==> src/design/btd_pkg.sv <==
// btd_pkg: shared types, constants and the unit decoder of the byte-level token decoder.
// Used by btd_front, btd_queue, btd_back and byte_level_token_text_decoder.
package btd_pkg;

  localparam int WIN_DEPTH = 6;
  localparam int QDEPTH    = 4;
  localparam int QAW       = 2;

  // escape characters
  localparam logic [7:0] CH_LT   = 8'h3C;  // '<'
  localparam logic [7:0] CH_ZERO = 8'h30;  // '0'
  localparam logic [7:0] CH_X    = 8'h78;  // 'x'
  localparam logic [7:0] CH_GT   = 8'h3E;  // '>'

  // UTF-8 lead / continuation masks
  localparam logic [7:0] MASK_C0 = 8'hC0;
  localparam logic [7:0] MASK_E0 = 8'hE0;
  localparam logic [7:0] MASK_F0 = 8'hF0;
  localparam logic [7:0] MASK_F8 = 8'hF8;
  localparam logic [7:0] CONT_TAG = 8'h80;
  localparam logic [7:0] LEAD2    = 8'hC0;
  localparam logic [7:0] LEAD3    = 8'hE0;
  localparam logic [7:0] LEAD4    = 8'hF0;

  typedef logic [WIN_DEPTH-1:0][7:0] win_t;

  // one decoded unit: bytes consumed, bytes produced, produced bytes
  typedef struct packed {
    logic [2:0]      used;
    logic [2:0]      nb;
    logic [3:0][7:0] data;
  } unit_t;

  // one queue entry: cnt bytes (1..4) of data, or a bare end marker
  typedef struct packed {
    logic [3:0][7:0] data;
    logic [2:0]      cnt;
    logic            last;
    logic            bare;
  } entry_t;

  function automatic logic [4:0] hex_val(input logic [7:0] c);
    logic [7:0] d;
    logic [4:0] r;
    d = 8'd0;
    r = 5'd0;
    if (c >= 8'h30 && c <= 8'h39) begin
      d = c - 8'h30;
      r = {1'b1, d[3:0]};
    end else if (c >= 8'h41 && c <= 8'h46) begin
      d = c - 8'h37;
      r = {1'b1, d[3:0]};
    end else if (c >= 8'h61 && c <= 8'h66) begin
      d = c - 8'h57;
      r = {1'b1, d[3:0]};
    end
    return r;
  endfunction

  function automatic logic is_cont(input logic [7:0] c);
    return (c & MASK_C0) == CONT_TAG;
  endfunction

  function automatic logic kept_byte(input logic [7:0] b);
    return (b >= 8'd33 && b <= 8'd126) || (b >= 8'd161 && b <= 8'd172) || (b >= 8'd174);
  endfunction

  // inverse byte-to-unicode map: {hit, byte}
  function automatic logic [8:0] inv_map(input logic [20:0] cp);
    logic [9:0] k;
    logic [8:0] r;
    k = cp[9:0] - 10'd256;
    r = 9'd0;
    if (cp[20:10] == 11'd0) begin
      if (cp[9:8] == 2'd0) begin
        r = {kept_byte(cp[7:0]), cp[7:0]};
      end else if (k < 10'd33) begin
        r = {1'b1, k[7:0]};
      end else if (k < 10'd67) begin
        r = {1'b1, k[7:0] + 8'd94};
      end else if (k == 10'd67) begin
        r = {1'b1, 8'd173};
      end
    end
    return r;
  endfunction

  // decode the unit at the head of w, given avail valid bytes
  function automatic unit_t decode_unit(input win_t w, input logic [2:0] avail);
    unit_t      u;
    logic [4:0] h3;
    logic [4:0] h4;
    logic [20:0] cp;
    logic [8:0] m;
    h3 = hex_val(w[3]);
    h4 = hex_val(w[4]);
    cp = {13'd0, w[0]};
    m  = 9'd0;
    u.used = 3'd1;
    u.nb   = 3'd1;
    u.data = {w[3], w[2], w[1], w[0]};
    if (avail == 3'd6 && w[0] == CH_LT && w[1] == CH_ZERO && w[2] == CH_X &&
        w[5] == CH_GT && h3[4] && h4[4]) begin
      u.used    = 3'd6;
      u.data[0] = {h3[3:0], h4[3:0]};
    end else begin
      priority if (!w[0][7]) begin
        u.used = 3'd1;
      end else if ((w[0] & MASK_E0) == LEAD2 && avail >= 3'd2 && is_cont(w[1])) begin
        cp     = {10'd0, w[0][4:0], w[1][5:0]};
        u.used = 3'd2;
      end else if ((w[0] & MASK_F0) == LEAD3 && avail >= 3'd3 && is_cont(w[1]) &&
                   is_cont(w[2])) begin
        cp     = {5'd0, w[0][3:0], w[1][5:0], w[2][5:0]};
        u.used = 3'd3;
      end else if ((w[0] & MASK_F8) == LEAD4 && avail >= 3'd4 && is_cont(w[1]) &&
                   is_cont(w[2]) && is_cont(w[3])) begin
        cp     = {w[0][2:0], w[1][5:0], w[2][5:0], w[3][5:0]};
        u.used = 3'd4;
      end else begin
        u.used = 3'd1;
      end
      m = inv_map(cp);
      if (m[8]) begin
        u.data[0] = m[7:0];
      end else begin
        u.nb = u.used;
      end
    end
    return u;
  endfunction

endpackage

==> src/design/btd_front.sv <==
// btd_front: lookahead window, unit decoding, output budget and end-of-token drain.
// Depends on btd_pkg; feeds btd_queue.
module btd_front #(
  parameter int OUT_CAPACITY = 4096
) (
  input  logic            clk,
  input  logic            rst_n,
  input  logic            in_valid,
  output logic            in_stall,
  input  logic [7:0]      in_byte,
  input  logic            in_end_of_token,
  input  logic            q_full,
  output logic            push,
  output btd_pkg::entry_t push_entry
);

  localparam int CW = $clog2(OUT_CAPACITY);
  localparam int RW = (CW > 3) ? CW : 3;
  localparam logic [RW-1:0] CAP_M1 = RW'(OUT_CAPACITY - 1);

  btd_pkg::win_t  win_r, win_nxt, win_app, src;
  logic [2:0]     fill_r, fill_nxt, avail;
  logic           drain_r, drain_nxt;
  logic           any_r, any_nxt;
  logic [CW-1:0]  count_r, count_nxt;

  btd_pkg::unit_t u;
  logic           accept, mid_dec, dec_go, fin;
  logic [RW-1:0]  room;
  logic [2:0]     k;
  logic           hit;

  assign in_stall = drain_r || q_full;
  assign accept   = in_valid && !in_stall;
  assign mid_dec  = accept && !in_end_of_token && (fill_r == 3'd5);
  assign dec_go   = mid_dec || (drain_r && !q_full);

  always_comb begin
    win_app = win_r;
    win_app[fill_r] = in_byte;
  end

  assign src   = drain_r ? win_r : win_app;
  assign avail = drain_r ? fill_r : 3'd6;
  assign u     = btd_pkg::decode_unit(src, avail);
  assign fin   = drain_r && (u.used == fill_r);

  // trim to the room left in the budget
  assign room = CAP_M1 - RW'(count_r);
  assign k    = (room < RW'(u.nb)) ? room[2:0] : u.nb;
  assign hit  = (RW'(k) == room);

  always_comb begin
    push_entry.data = u.data;
    push_entry.cnt  = k;
    push_entry.last = drain_r && (fin || hit);
    push_entry.bare = 1'b0;
    push = dec_go && (k != 3'd0);
    if (drain_r && k == 3'd0 && fin && !any_r) begin
      // nothing came out of this token end: bare end marker
      push            = dec_go;
      push_entry.data = '0;
      push_entry.cnt  = 3'd1;
      push_entry.last = 1'b1;
      push_entry.bare = 1'b1;
    end
  end

  always_comb begin
    win_nxt   = win_r;
    fill_nxt  = fill_r;
    drain_nxt = drain_r;
    any_nxt   = any_r;
    count_nxt = count_r;
    if (dec_go) begin
      win_nxt   = src >> {u.used, 3'b000};
      fill_nxt  = avail - u.used;
      count_nxt = count_r + CW'(k);
      if (drain_r) begin
        any_nxt = any_r || (k != 3'd0);
        if (fin) begin
          drain_nxt = 1'b0;
          any_nxt   = 1'b0;
          count_nxt = '0;
          fill_nxt  = 3'd0;
        end
      end
    end else if (accept) begin
      win_nxt  = win_app;
      fill_nxt = fill_r + 3'd1;
      if (in_end_of_token) begin
        drain_nxt = 1'b1;
      end
    end
  end

  always_ff @(posedge clk) begin
    win_r <= win_nxt;
    if (!rst_n) begin
      fill_r  <= 3'd0;
      drain_r <= 1'b0;
      any_r   <= 1'b0;
      count_r <= '0;
    end else begin
      fill_r  <= fill_nxt;
      drain_r <= drain_nxt;
      any_r   <= any_nxt;
      count_r <= count_nxt;
    end
  end

endmodule

==> src/design/btd_queue.sv <==
// btd_queue: short FIFO of decoded units between front and back.
// Depends on btd_pkg.
module btd_queue (
  input  logic            clk,
  input  logic            rst_n,
  input  logic            push,
  input  btd_pkg::entry_t push_entry,
  output logic            full,
  input  logic            pop,
  output logic            not_empty,
  output btd_pkg::entry_t head
);

  btd_pkg::entry_t             mem_r [btd_pkg::QDEPTH];
  logic [btd_pkg::QAW-1:0]     wp_r, rp_r;
  logic [btd_pkg::QAW:0]       cnt_r;

  assign full      = (cnt_r == (btd_pkg::QAW+1)'(btd_pkg::QDEPTH));
  assign not_empty = (cnt_r != '0);
  assign head      = mem_r[rp_r];

  always_ff @(posedge clk) begin
    if (push) begin
      mem_r[wp_r] <= push_entry;
    end
  end

  always_ff @(posedge clk) begin
    if (!rst_n) begin
      wp_r  <= '0;
      rp_r  <= '0;
      cnt_r <= '0;
    end else begin
      if (push) wp_r <= wp_r + 1'b1;
      if (pop)  rp_r <= rp_r + 1'b1;
      if (push && !pop) begin
        cnt_r <= cnt_r + 1'b1;
      end else if (pop && !push) begin
        cnt_r <= cnt_r - 1'b1;
      end
    end
  end

endmodule

==> src/design/btd_back.sv <==
// btd_back: serializes queued units into single result bytes through an output register.
// Depends on btd_pkg; reads btd_queue.
module btd_back (
  input  logic            clk,
  input  logic            rst_n,
  input  logic            q_valid,
  input  btd_pkg::entry_t head,
  output logic            pop,
  output logic            out_valid,
  input  logic            out_stall,
  output logic [7:0]      out_byte,
  output logic            out_byte_valid,
  output logic            out_last
);

  logic       valid_r;
  logic [7:0] byte_r;
  logic       bv_r, last_r;
  logic [1:0] sub_r;
  logic       load, end_sub;

  assign load    = q_valid && (!valid_r || !out_stall);
  assign end_sub = ({1'b0, sub_r} == head.cnt - 3'd1);
  assign pop     = load && end_sub;

  assign out_valid      = valid_r;
  assign out_byte       = byte_r;
  assign out_byte_valid = bv_r;
  assign out_last       = last_r;

  always_ff @(posedge clk) begin
    if (load) begin
      byte_r <= head.bare ? 8'd0 : head.data[sub_r];
      bv_r   <= !head.bare;
      last_r <= head.last && end_sub;
    end
  end

  always_ff @(posedge clk) begin
    if (!rst_n) begin
      valid_r <= 1'b0;
      sub_r   <= 2'd0;
    end else begin
      if (load) begin
        valid_r <= 1'b1;
        sub_r   <= end_sub ? 2'd0 : sub_r + 2'd1;
      end else if (!out_stall) begin
        valid_r <= 1'b0;
      end
    end
  end

endmodule

==> src/design/byte_level_token_text_decoder.sv <==
// Byte-level token text decoder. Bytes of one token's vocabulary string enter one per
// transfer, the final one flagged by in_end_of_token; raw bytes leave one per transfer,
// with out_last on the final result of the token (a bare marker with out_byte_valid low
// when the drain at the token's end produced nothing). Mid-token the input side takes one
// byte per cycle while the queue is not full; the byte that ends a token is followed by a
// drain of the units still held in the six-byte window, during which in_stall is high.
// The output side moves one result per cycle while out_stall is low, so a unit that
// passes its 2 to 4 bytes through keeps the back end busy longer; a four-entry unit queue
// absorbs the difference, and the input stalls while it is full. Results per token are
// capped at OUT_CAPACITY - 1 bytes. Depends on btd_pkg, btd_front, btd_queue, btd_back.
module byte_level_token_text_decoder #(
  parameter int OUT_CAPACITY = 4096
) (
  input  logic       clk,
  input  logic       rst_n,
  // input channel
  input  logic       in_valid,
  output logic       in_stall,
  input  logic [7:0] in_byte,
  input  logic       in_end_of_token,
  // result channel
  output logic       out_valid,
  input  logic       out_stall,
  output logic [7:0] out_byte,
  output logic       out_byte_valid,
  output logic       out_last
);

  btd_pkg::entry_t push_entry, head;
  logic            push, q_full, q_valid, pop;

  // front: window, escape / UTF-8 decode, inverse byte map, budget, drain at token end
  btd_front #(
    .OUT_CAPACITY(OUT_CAPACITY)
  ) u_front (
    .clk             (clk),
    .rst_n           (rst_n),
    .in_valid        (in_valid),
    .in_stall        (in_stall),
    .in_byte         (in_byte),
    .in_end_of_token (in_end_of_token),
    .q_full          (q_full),
    .push            (push),
    .push_entry      (push_entry)
  );

  // decoupling queue of whole units
  btd_queue u_queue (
    .clk        (clk),
    .rst_n      (rst_n),
    .push       (push),
    .push_entry (push_entry),
    .full       (q_full),
    .pop        (pop),
    .not_empty  (q_valid),
    .head       (head)
  );

  // back: one byte per transfer out of the output register
  btd_back u_back (
    .clk            (clk),
    .rst_n          (rst_n),
    .q_valid        (q_valid),
    .head           (head),
    .pop            (pop),
    .out_valid      (out_valid),
    .out_stall      (out_stall),
    .out_byte       (out_byte),
    .out_byte_valid (out_byte_valid),
    .out_last       (out_last)
  );

endmodule

==> config.mk <==
export PLATFORM = sky130hd
export DESIGN_NAME = byte_level_token_text_decoder
export DESIGN_NICKNAME = d
export VERILOG_FILES = /design/src/design/btd_pkg.sv /design/src/design/btd_front.sv /design/src/design/btd_queue.sv /design/src/design/btd_back.sv /design/src/design/byte_level_token_text_decoder.sv
export SDC_FILE = /design/constraint.sdc
export NUM_CORES = 1
export LEC_CHECK = 0
export BUFFER_PORTS_ARGS = -buffer_cell sky130_fd_sc_hd__buf_2
export CAP_MARGIN = 40
export CELL_PAD_IN_SITES_DETAIL_PLACEMENT = 0
export CELL_PAD_IN_SITES_GLOBAL_PLACEMENT = 2
export CORE_MARGIN = 2
export CORE_UTILIZATION = 44
export CTS_CLUSTER_SIZE = 25
export DETAILED_ROUTE_END_ITERATION = 8
export GPL_TIMING_DRIVEN = 0
export PLACE_DENSITY_LB_ADDON = 0.15
export SLEW_MARGIN = 10
export SYNTH_ARGS = -nofsm -noshare
export SYNTH_HDL_FRONTEND = slang
export SYNTH_SLANG_ARGS = --single-unit
==> constraint.sdc <==
create_clock -name clk -period 7.3 [get_ports clk]
set_clock_uncertainty 0.1 [all_clocks]
set_input_delay 0.365 -clock clk [delete_from_list [all_inputs] [get_ports clk]]
set_output_delay 0.365 -clock clk [all_outputs]
set_load 0.01 [all_outputs]
==> results of run 1 <==
cells in the mapped netlist, types with 6 or more instances:
cell and number:
sky130_fd_sc_hd__ha_1 24, sky130_fd_sc_hd__and2_1 27, sky130_fd_sc_hd__mux2_2 14, sky130_fd_sc_hd__nor2_1 102, sky130_fd_sc_hd__mux2i_1 128, sky130_fd_sc_hd__buf_2 15
sky130_fd_sc_hd__nand3_1 20, sky130_fd_sc_hd__a31oi_1 12, sky130_fd_sc_hd__clkbuf_1 42, sky130_fd_sc_hd__nand4_1 12, sky130_fd_sc_hd__mux4_2 45, sky130_fd_sc_hd__dfxtp_1 29
sky130_fd_sc_hd__nand2_1 86, sky130_fd_sc_hd__a21oi_1 62, sky130_fd_sc_hd__xor2_1 15, sky130_fd_sc_hd__a211oi_1 14, sky130_fd_sc_hd__nor2b_1 10, sky130_fd_sc_hd__buf_1 17
sky130_fd_sc_hd__xnor2_1 16, sky130_fd_sc_hd__edfxtp_1 206, sky130_fd_sc_hd__nor3_1 17, sky130_fd_sc_hd__nor4_1 8, sky130_fd_sc_hd__inv_1 25, sky130_fd_sc_hd__o21ai_0 29
sky130_fd_sc_hd__a22oi_1 7, sky130_fd_sc_hd__nand2b_1 14, sky130_fd_sc_hd__buf_4 6, sky130_fd_sc_hd__o22ai_1 37
cell type report:
cell class              instances  area (um2)
clock buffers                  31         691
inverters                      27         101
flip-flops and latches        235        6770
multi-input cells             838        6670
repair buffers                 50         419
plain buffers                  81         360
fillers                      2784       15100
clock inverters                17         200
well taps                     396         495
how the worst max path moves through the flow:
stage / cells after the start / start / end
6_report: 24 / u_front.fill_r[0] / u_queue.cnt_r[2]
5_1_grt: 30 / u_front.fill_r[0] / u_front.count_r[11]
4_1_cts: 26 / u_front.fill_r[1] / u_front.count_r[8]
3_5_place_dp: 29 / u_front.fill_r[0] / u_front.count_r[10]
3_3_place_gp: 23 / u_front.fill_r[0] / u_queue.mem_r[0][17]
2_1_floorplan: 23 / u_front.fill_r[0] / u_queue.mem_r[0][0]
state kept, by name (all words and copies together) (netlist names), named ones only:
signal / cells
u_back.out_last: 1
u_back.out_byte: 8
u_front.win_r: 48
u_queue.rp_r: 2
u_back.out_valid: 1
u_back.sub_r: 2
u_front.count_r: 12
u_back.out_byte_valid: 1
u_queue.wp_r: 2
u_front.fill_r: 3
u_queue.mem_r: 148
u_front.drain_r: 1
u_queue.cnt_r: 3
u_front.any_r: 1
power breakdown:
part           internal (W)  leakage (nW)  switching (W)
Clock              0.000821         0.436       0.000562
Combinational       0.00133          2.82        0.00240
Sequential          0.00207          2.16       0.000172
Total               0.00422          5.42        0.00313
metal layers:
metal  GRT usage, %  vias up  part of all wire, %
li1               -     4716                    -
met1           38.4     5230                   44
met2           43.5      423                   46
met3           3.41       98                  6.0
met4           9.20        0                  3.7
met5              0        -                    0
through the flow:
stage,cell area [um2],total power (W),setup TNS (ns),worst slack (ns)
global placement,14400,0.00572,-183.41,-1.14
finish,15700,0.00735,0,0.346
floorplan,13800,0.00457,0,1.06
detailed placement,14700,0.00585,-25.27,-0.532
global route,15700,0.00773,-0.0178,-0.0163
CTS,15600,0.00727,0,0.0107
logic make-up (layout without fill, tap and decap cells):
| logic type | after synthesis | count (layout) | share of synthesized area, % |
|---|---|---|---|
| buffers and inverters | 108 | 206 | 3.29 |
| AO/OA/AOI/OAI | 246 | 246 | 12.3 |
| AND/OR/NAND/NOR | 345 | 345 | 12.9 |
| flip-flops | 235 | 235 | 49.0 |
| multiplexers | 189 | 189 | 18.0 |
| adder cells (fa/ha/maj) | 27 | 27 | 2.61 |
| XOR/XNOR | 31 | 31 | 1.97 |
worst reg2reg max path, cell delays in order, from the launching register on:
cell	delay, ns
sky130_fd_sc_hd__dfxtp_1	0.40
sky130_fd_sc_hd__buf_6	0.18
sky130_fd_sc_hd__nor4b_2	0.44
sky130_fd_sc_hd__buf_2	0.44
sky130_fd_sc_hd__mux2i_1	0.88
sky130_fd_sc_hd__o22ai_1	0.19
sky130_fd_sc_hd__a21oi_2	0.43
sky130_fd_sc_hd__and2_1	0.26
sky130_fd_sc_hd__a41o_1	0.20
sky130_fd_sc_hd__a21oi_2	0.10
sky130_fd_sc_hd__o21ai_4	0.21
sky130_fd_sc_hd__buf_2	0.26
sky130_fd_sc_hd__nand2_1	0.09
sky130_fd_sc_hd__ha_1	0.31
sky130_fd_sc_hd__o21ai_0	0.07
sky130_fd_sc_hd__nand3b_1	0.24
sky130_fd_sc_hd__a21o_1	0.23
sky130_fd_sc_hd__inv_1	0.09
sky130_fd_sc_hd__a221oi_4	0.45
sky130_fd_sc_hd__ha_1	0.27
sky130_fd_sc_hd__inv_1	0.06
sky130_fd_sc_hd__fa_1	0.37
sky130_fd_sc_hd__xor2_1	0.16
sky130_fd_sc_hd__or3_1	0.30
sky130_fd_sc_hd__a21boi_0	0.15
repair_timing:
item                                    in CTS  in global routing
setup buffers                                4                  3
pin swaps                                    1                  1
endpoints found under the hold margin        2                  0
hold buffers                                 2                  0
gates cloned                                 0                  0
endpoints found under the setup margin     269                193
gates resized for setup                      3                 12
==> run summary, run 1 <==
- finished clean — run status
- 0.950 — GP Congestion
- 0 — total gr overflow
- 51.1% — end-of-flow core utilization
- sky130_fd_sc_hd__mux2i_1 — Slowest-stage cell, CP
- buf_6, nor4b_2, buf_2, mux2i_1, o22ai_1, a21oi_2, and2_1, a41o_1, a21oi_2, o21ai_4, buf_2, nand2_1, ha_1, o21ai_0, nand3b_1, a21o_1, inv_1, a221oi_4, ha_1, inv_1, fa_1, xor2_1, or3_1, a21boi_0 — CP cell instances
- 7.36 ns — data arrival time at the worst-slack endpoint
- 30700 um2 — Core Footprint
- built — TritonCTS clock tree
- sky130_fd_sc_hd__edfxtp_1, sky130_fd_sc_hd__mux2i_1, sky130_fd_sc_hd__nor2_1, sky130_fd_sc_hd__nand2_1, sky130_fd_sc_hd__a21oi_1 — commonest cells after routing, fill and taps aside
- 67200 um — wire length of the first global-routing pass
- 235 — flip-flop and latch count after synthesis
- 1300 — nets
- 44.8% — Synth top area share
- sky130_fd_sc_hd__clkbuf_16 — CTS Root Cell
- flip-flop — kind of launch point of the worst setup path
- 0.88 ns — delay contributed by the slowest stage of the critical path
- 468 nW/um2 — Pwr Density
- 64 — count of standard-cell rows
- 32800 um2 — overall die area
- 49.0% — post-synthesis sequential area ratio
- 0.06 ns — clock-pin slew of the registers on the worst-case setup and hold paths
- 31.0% — tightest slew margin relative to the limit
- 1.01 ns — Least-Margin Pin Slew
- 0 — ANT cells
- 21 — IO buf count
- flip-flop — endpoint type of the worst setup path
- 10 — Max FO, Critical Path
- 6.95 ns — clock period minus worst slack
- 0 — Yosys Warn Count
- 1181 — instance count of the mapped netlist
- 1675 — post-route non-filler standard cell count
- 5.42 nW — total leakage power
- 0 — number of max-cap violations
- 91 — number of different library cells in the post-synthesis netlist
- 6.25 — vias per inst
- 0.58 ns — clock latency reported for the late side of the worst-skew pair
- sky130_fd_sc_hd__edfxtp_1, sky130_fd_sc_hd__mux2i_1, sky130_fd_sc_hd__mux4_2 — cell types with the largest area share after synthesis
- 1 — maximum level of the CTS H-tree
- u_front.any_r — destination of the worst hold path
- 13800 um2 — netlist area before placement
- 5 — Buf/Inv on CP
- 0 — setup violation total in the final timing report
- 0 — Detail Route Antenna Nets
- 95.3% — fin crit share
- 13.6% — Layout area overhead
- 0% — FFs w/ async S/R, synth
- 0 — Slew Viols, Final
- 0.155 ns — Final Hold Slack
- 0 — count of unresolved DRC violations after routing
- 0.227 mV — maximum vdd drop
- sky130_fd_sc_hd__edfxtp_1 — most instantiated flip-flop cell in the synthesis netlist
- 1015 — Starting DRT DRC Count
- 1221 — net count after synthesis
- u_queue.cnt_r[2] — destination of the worst register-to-register timing path
- 181 um — die outline height
- 10.5k — number of vias after detailed routing
- 206 — number of enable flip-flop cells after synthesis
- 3 — Worst Hold Depth
- 10.2k — number of global-route vias before repair
- 26.6 um — average detailed-routed wire length per instance
- 3 — maximum clock path buffer count
- compound AO/OA/AOI/OAI gates — largest delay contributor family on the critical path
- 1618 — total instance count after detailed placement
- 17.4% — share of post-route cells with drive strength above 1
- 25 — Ports
- 0 — Hold Vio Cnt, Final
- u_front.fill_r[0] — Critical R2R Launch
- 44.9% — initial standard-cell utilization of the core
- 32900 um — DP Wirelength
- 7.70 ns — Critical Path RT
- flip-flop to flip-flop — critical path class
- 56 — pin count of the biggest net entering global routing
- primary input to flip-flop — Tightest Hold Check Type
- 24 — worst-case reg-to-reg path depth
- rst_n — startpoint of the most critical hold path
- 11.7 um2 — post-synthesis area per instance
- 5 — number of iterations in the first detailed-routing pass
- 0 — number of antenna violations at the first check in global routing
- 235 — number of sinks on the clock net
- 144 MHz — achievable frequency
- 27 — CTS buffer count
- sky130_fd_sc_hd__edfxtp_1 — most common library cell in the layout ignoring fill and taps
- 44600 um — final WL
- 181 um — overall die width
- sky130_fd_sc_hd__edfxtp_1 — Synth area leader
- 0.35 ns — setup slack of the most critical reg-to-reg path
- 27.2% — overall fraction of global-route tracks in use
Note: power is estimated with default switching activity, not from simulation.
==> run 2, diff against run 1 <==
--- a/config.mk
+++ b/config.mk
@@ -9,12 +9,13 @@
 export CAP_MARGIN = 40
 export CELL_PAD_IN_SITES_DETAIL_PLACEMENT = 0
 export CELL_PAD_IN_SITES_GLOBAL_PLACEMENT = 2
+export CORE_ASPECT_RATIO = 1.2
 export CORE_MARGIN = 2
 export CORE_UTILIZATION = 44
-export CTS_CLUSTER_SIZE = 25
 export DETAILED_ROUTE_END_ITERATION = 8
 export GPL_TIMING_DRIVEN = 0
 export PLACE_DENSITY_LB_ADDON = 0.15
+export REMOVE_ABC_BUFFERS = 1
 export SLEW_MARGIN = 10
 export SYNTH_ARGS = -nofsm -noshare
 export SYNTH_HDL_FRONTEND = slang
==> run 2 against run 1 <==
  * Critical path depth is 3 higher
  * Combinational power is 6.7% lower
  * Wire length is 12% lower
  * Non-clock buffer count is 62 lower
  * Register-to-register slack hardly changed
  * Largest power group unchanged
  * Hold slack worse by 0.024 ns
  * Final area is 0.22% higher
  * Core utilization is 0.59 points lower
  * Largest cell class is now multi-input gates
  * Clock power hardly changed
==> run summary, run 2 (synthesis gave the netlist of run 1 again) <==
- 0 — count of unresolved DRC violations after routing, unchanged
- -0.792 ns — Setup WS pre-CTS, -0.260 ns
- sky130_fd_sc_hd__edfxtp_1, sky130_fd_sc_hd__mux2i_1, sky130_fd_sc_hd__nor2_1, sky130_fd_sc_hd__nand2_1, sky130_fd_sc_hd__a21oi_1 — commonest cells after routing, fill and taps aside
- 0 — total gr overflow, unchanged
- sky130_fd_sc_hd__and4bb_4 — Slowest-stage cell, CP
- 0.56 ns — clock latency reported for the late side of the worst-skew pair, -0.02 ns
- 144 MHz — achievable frequency, +0.14%
- 26 — CTS buffer count, -3.7%
- flip-flop — kind of launch point of the worst setup path
- rst_n — startpoint of the most critical hold path
- 95.1% — fin crit share, -0.13 points
- 9887 — number of global-route vias before repair, -3.3%
- 0.51 ns — delay contributed by the slowest stage of the critical path, -0.37 ns
- 32800 um2 — overall die area, about the same
- 19.8% — share of post-route cells with drive strength above 1, +2.3 points
- 1237 — nets, -4.8%
- sky130_fd_sc_hd__clkbuf_16 — CTS Root Cell
- 198 um — die outline height, +9.3%
- sky130_fd_sc_hd__edfxtp_1 — most common library cell in the layout ignoring fill and taps
- u_front.fill_r[2] — Critical R2R Launch
- 0 ns — accumulated negative setup slack, unchanged
- 6.94 ns — clock period minus worst slack, -0.00969 ns
- 27600 um — DP Wirelength, -16%
- 12 — Max FO, Critical Path, +2
- 457 nW/um2 — Pwr Density, -2.5%
- 27 — worst-case reg-to-reg path depth, +13%
- 23.9% — overall fraction of global-route tracks in use, -3.3 points
- 0.36 ns — setup slack of the most critical reg-to-reg path, about the same
- 0.239 mV — maximum vdd drop, +5.1%
- 0 — Hold Vio Cnt, Final, unchanged
- 6.12 — vias per inst, -2.1%
- 0 — ANT cells, unchanged
- primary input to flip-flop — Tightest Hold Check Type
- 806 — Starting DRT DRC Count, -21%
- compound AO/OA/AOI/OAI gates — largest delay contributor family on the critical path
- 0.07 ns — clock-pin slew of the registers on the worst-case setup and hold paths, about the same
- 39100 um — final WL, -12%
- 7.33 ns — data arrival time at the worst-slack endpoint, -0.03 ns
- 0 — number of antenna violations at the first check in global routing, unchanged
- 0 — setup violation total in the final timing report, unchanged
- u_queue.cnt_r[2] — destination of the worst register-to-register timing path
- u_queue.wp_r[1] — destination of the worst hold path
- 3 — maximum clock path buffer count, unchanged
- 0 — Detail Route Antenna Nets, unchanged
- 9890 — number of vias after detailed routing, -5.5%
- 31200 um2 — Core Footprint, +1.4%
- 3 — Worst Hold Depth, unchanged
- 1 — maximum level of the CTS H-tree, unchanged
- 5.38 nW — total leakage power, -0.72%
- 166 um — overall die width, -8.5%
- 24.2 um — average detailed-routed wire length per instance, -9.2%
- finished clean — run status
- 0.880 ns — Least-Margin Pin Slew, -0.126 ns
- 41.3% — tightest slew margin relative to the limit, +10 points
- 0.890 — GP Congestion, -6.3%
- 61000 um — wire length of the first global-routing pass, -9.2%
- 0.356 ns — slack of the critical path, +0.00969 ns
- u_queue.mem_r — top register by number of flip-flops
- 44 — pin count of the biggest net entering global routing, -21%
- 0 — number of max-cap violations, unchanged
- 24 — IO buf count, +14%
- flip-flop — endpoint type of the worst setup path
- 7.68 ns — Critical Path RT, -0.02 ns
- 148 — flip-flop count of the largest register, all copies and words added, unchanged
- 13.9% — Layout area overhead
- 50.5% — end-of-flow core utilization, -0.59 points
- 5 — Buf/Inv on CP, unchanged
- 7 — number of iterations in the first detailed-routing pass, +2
- flip-flop to flip-flop — critical path class
- 25 — Ports, unchanged
- u_queue.mem_r x148, u_front.win_r x48, u_front.count_r x12 — largest registers ranked by flip-flop count
- 235 — number of sinks on the clock net, unchanged
- 44.3% — initial standard-cell utilization of the core, -0.62 points
- 71 — count of standard-cell rows, +11%
- 0 — Slew Viols, Final, unchanged
- built — TritonCTS clock tree
-- run 2: cell count changes in the layout (fill, tap and decap cells not counted), moves of 5 or more --
cell                       change
sky130_fd_sc_hd__buf_1        -17
sky130_fd_sc_hd__buf_12        +5
sky130_fd_sc_hd__buf_2        -11
sky130_fd_sc_hd__clkbuf_1     -41
-- run 2: what timing repair did --
| action | CTS | global route |
|---|---|---|
| setup buffers | 7 | 4 |
| hold buffers | 2 | 0 |
| endpoints found under the setup margin | 302 | 138 |
| hold endpoints to repair | 2 | 0 |
| gates resized for setup | 9 | 17 |
| pin swaps | 4 | 3 |
-- run 2: metrics by stage --
stage	instance area, um2	hold WS, ns	total power [W]	std cells
floorplan	13500	0.351	0.00451	1100
global placement	14100	0.360	0.00552	1525
detailed placement	14600	0.381	0.00570	1557
CTS	15600	0.107	0.00715	1612
global route	15700	0.150	0.00761	1616
finish	15700	0.132	0.00718	1616
-- run 2: worst reg2reg max path: cells and delay by family (launching register included) --
family / cells / cell delay, ns
AOI/OAI and AO/OA: 11 / 2.69
and+or+nand+nor: 5 / 1.26
adders and majority gates: 4 / 0.99
buffers and inverters: 5 / 0.75
DFF: 1 / 0.47
muxes: 1 / 0.43
xor gates and xnor gates: 1 / 0.16
-- run 2: power by group --
group,internal (W),switching (W),leakage (nW)
sequential,0.00207,0.000249,2.17
combinational,0.00134,0.00213,2.79
clock,0.000835,0.000558,0.426
-- run 2: how the worst max path moves through the flow --
stage	slack, ns	cells past startpoint	endpoint	from
after floorplan	0.17	16	u_queue.mem_r[2][0]	u_front.fill_r[0]
after global placement	-2.76	16	u_queue.mem_r[0][7]	u_front.fill_r[0]
after detailed placement	-0.79	25	u_front.count_r[8]	u_front.fill_r[2]
after CTS	0.01	27	u_queue.cnt_r[2]	u_front.fill_r[0]
after global routing	-0.02	20	u_queue.cnt_r[2]	u_front.fill_r[2]
final	0.36	27	u_queue.cnt_r[2]	u_front.fill_r[2]
-- run 2: per-layer routing --
metal	global-route usage, %	share of wire, %
met5	0	0
met4	8.76	3.5
met3	2.50	4.5
met2	40.2	49
met1	32.2	43
-- run 2: final cells by class --
cell class / instances / area [um2]
Fill cell: 2770 / 15400
Multi-Input combinational cell: 838 / 6780
Sequential cell: 235 / 6770
Timing Repair Buffer: 69 / 676
Clock buffer: 29 / 662
Tap cell: 401 / 502
Clock inverter: 17 / 243
Inverter: 27 / 101
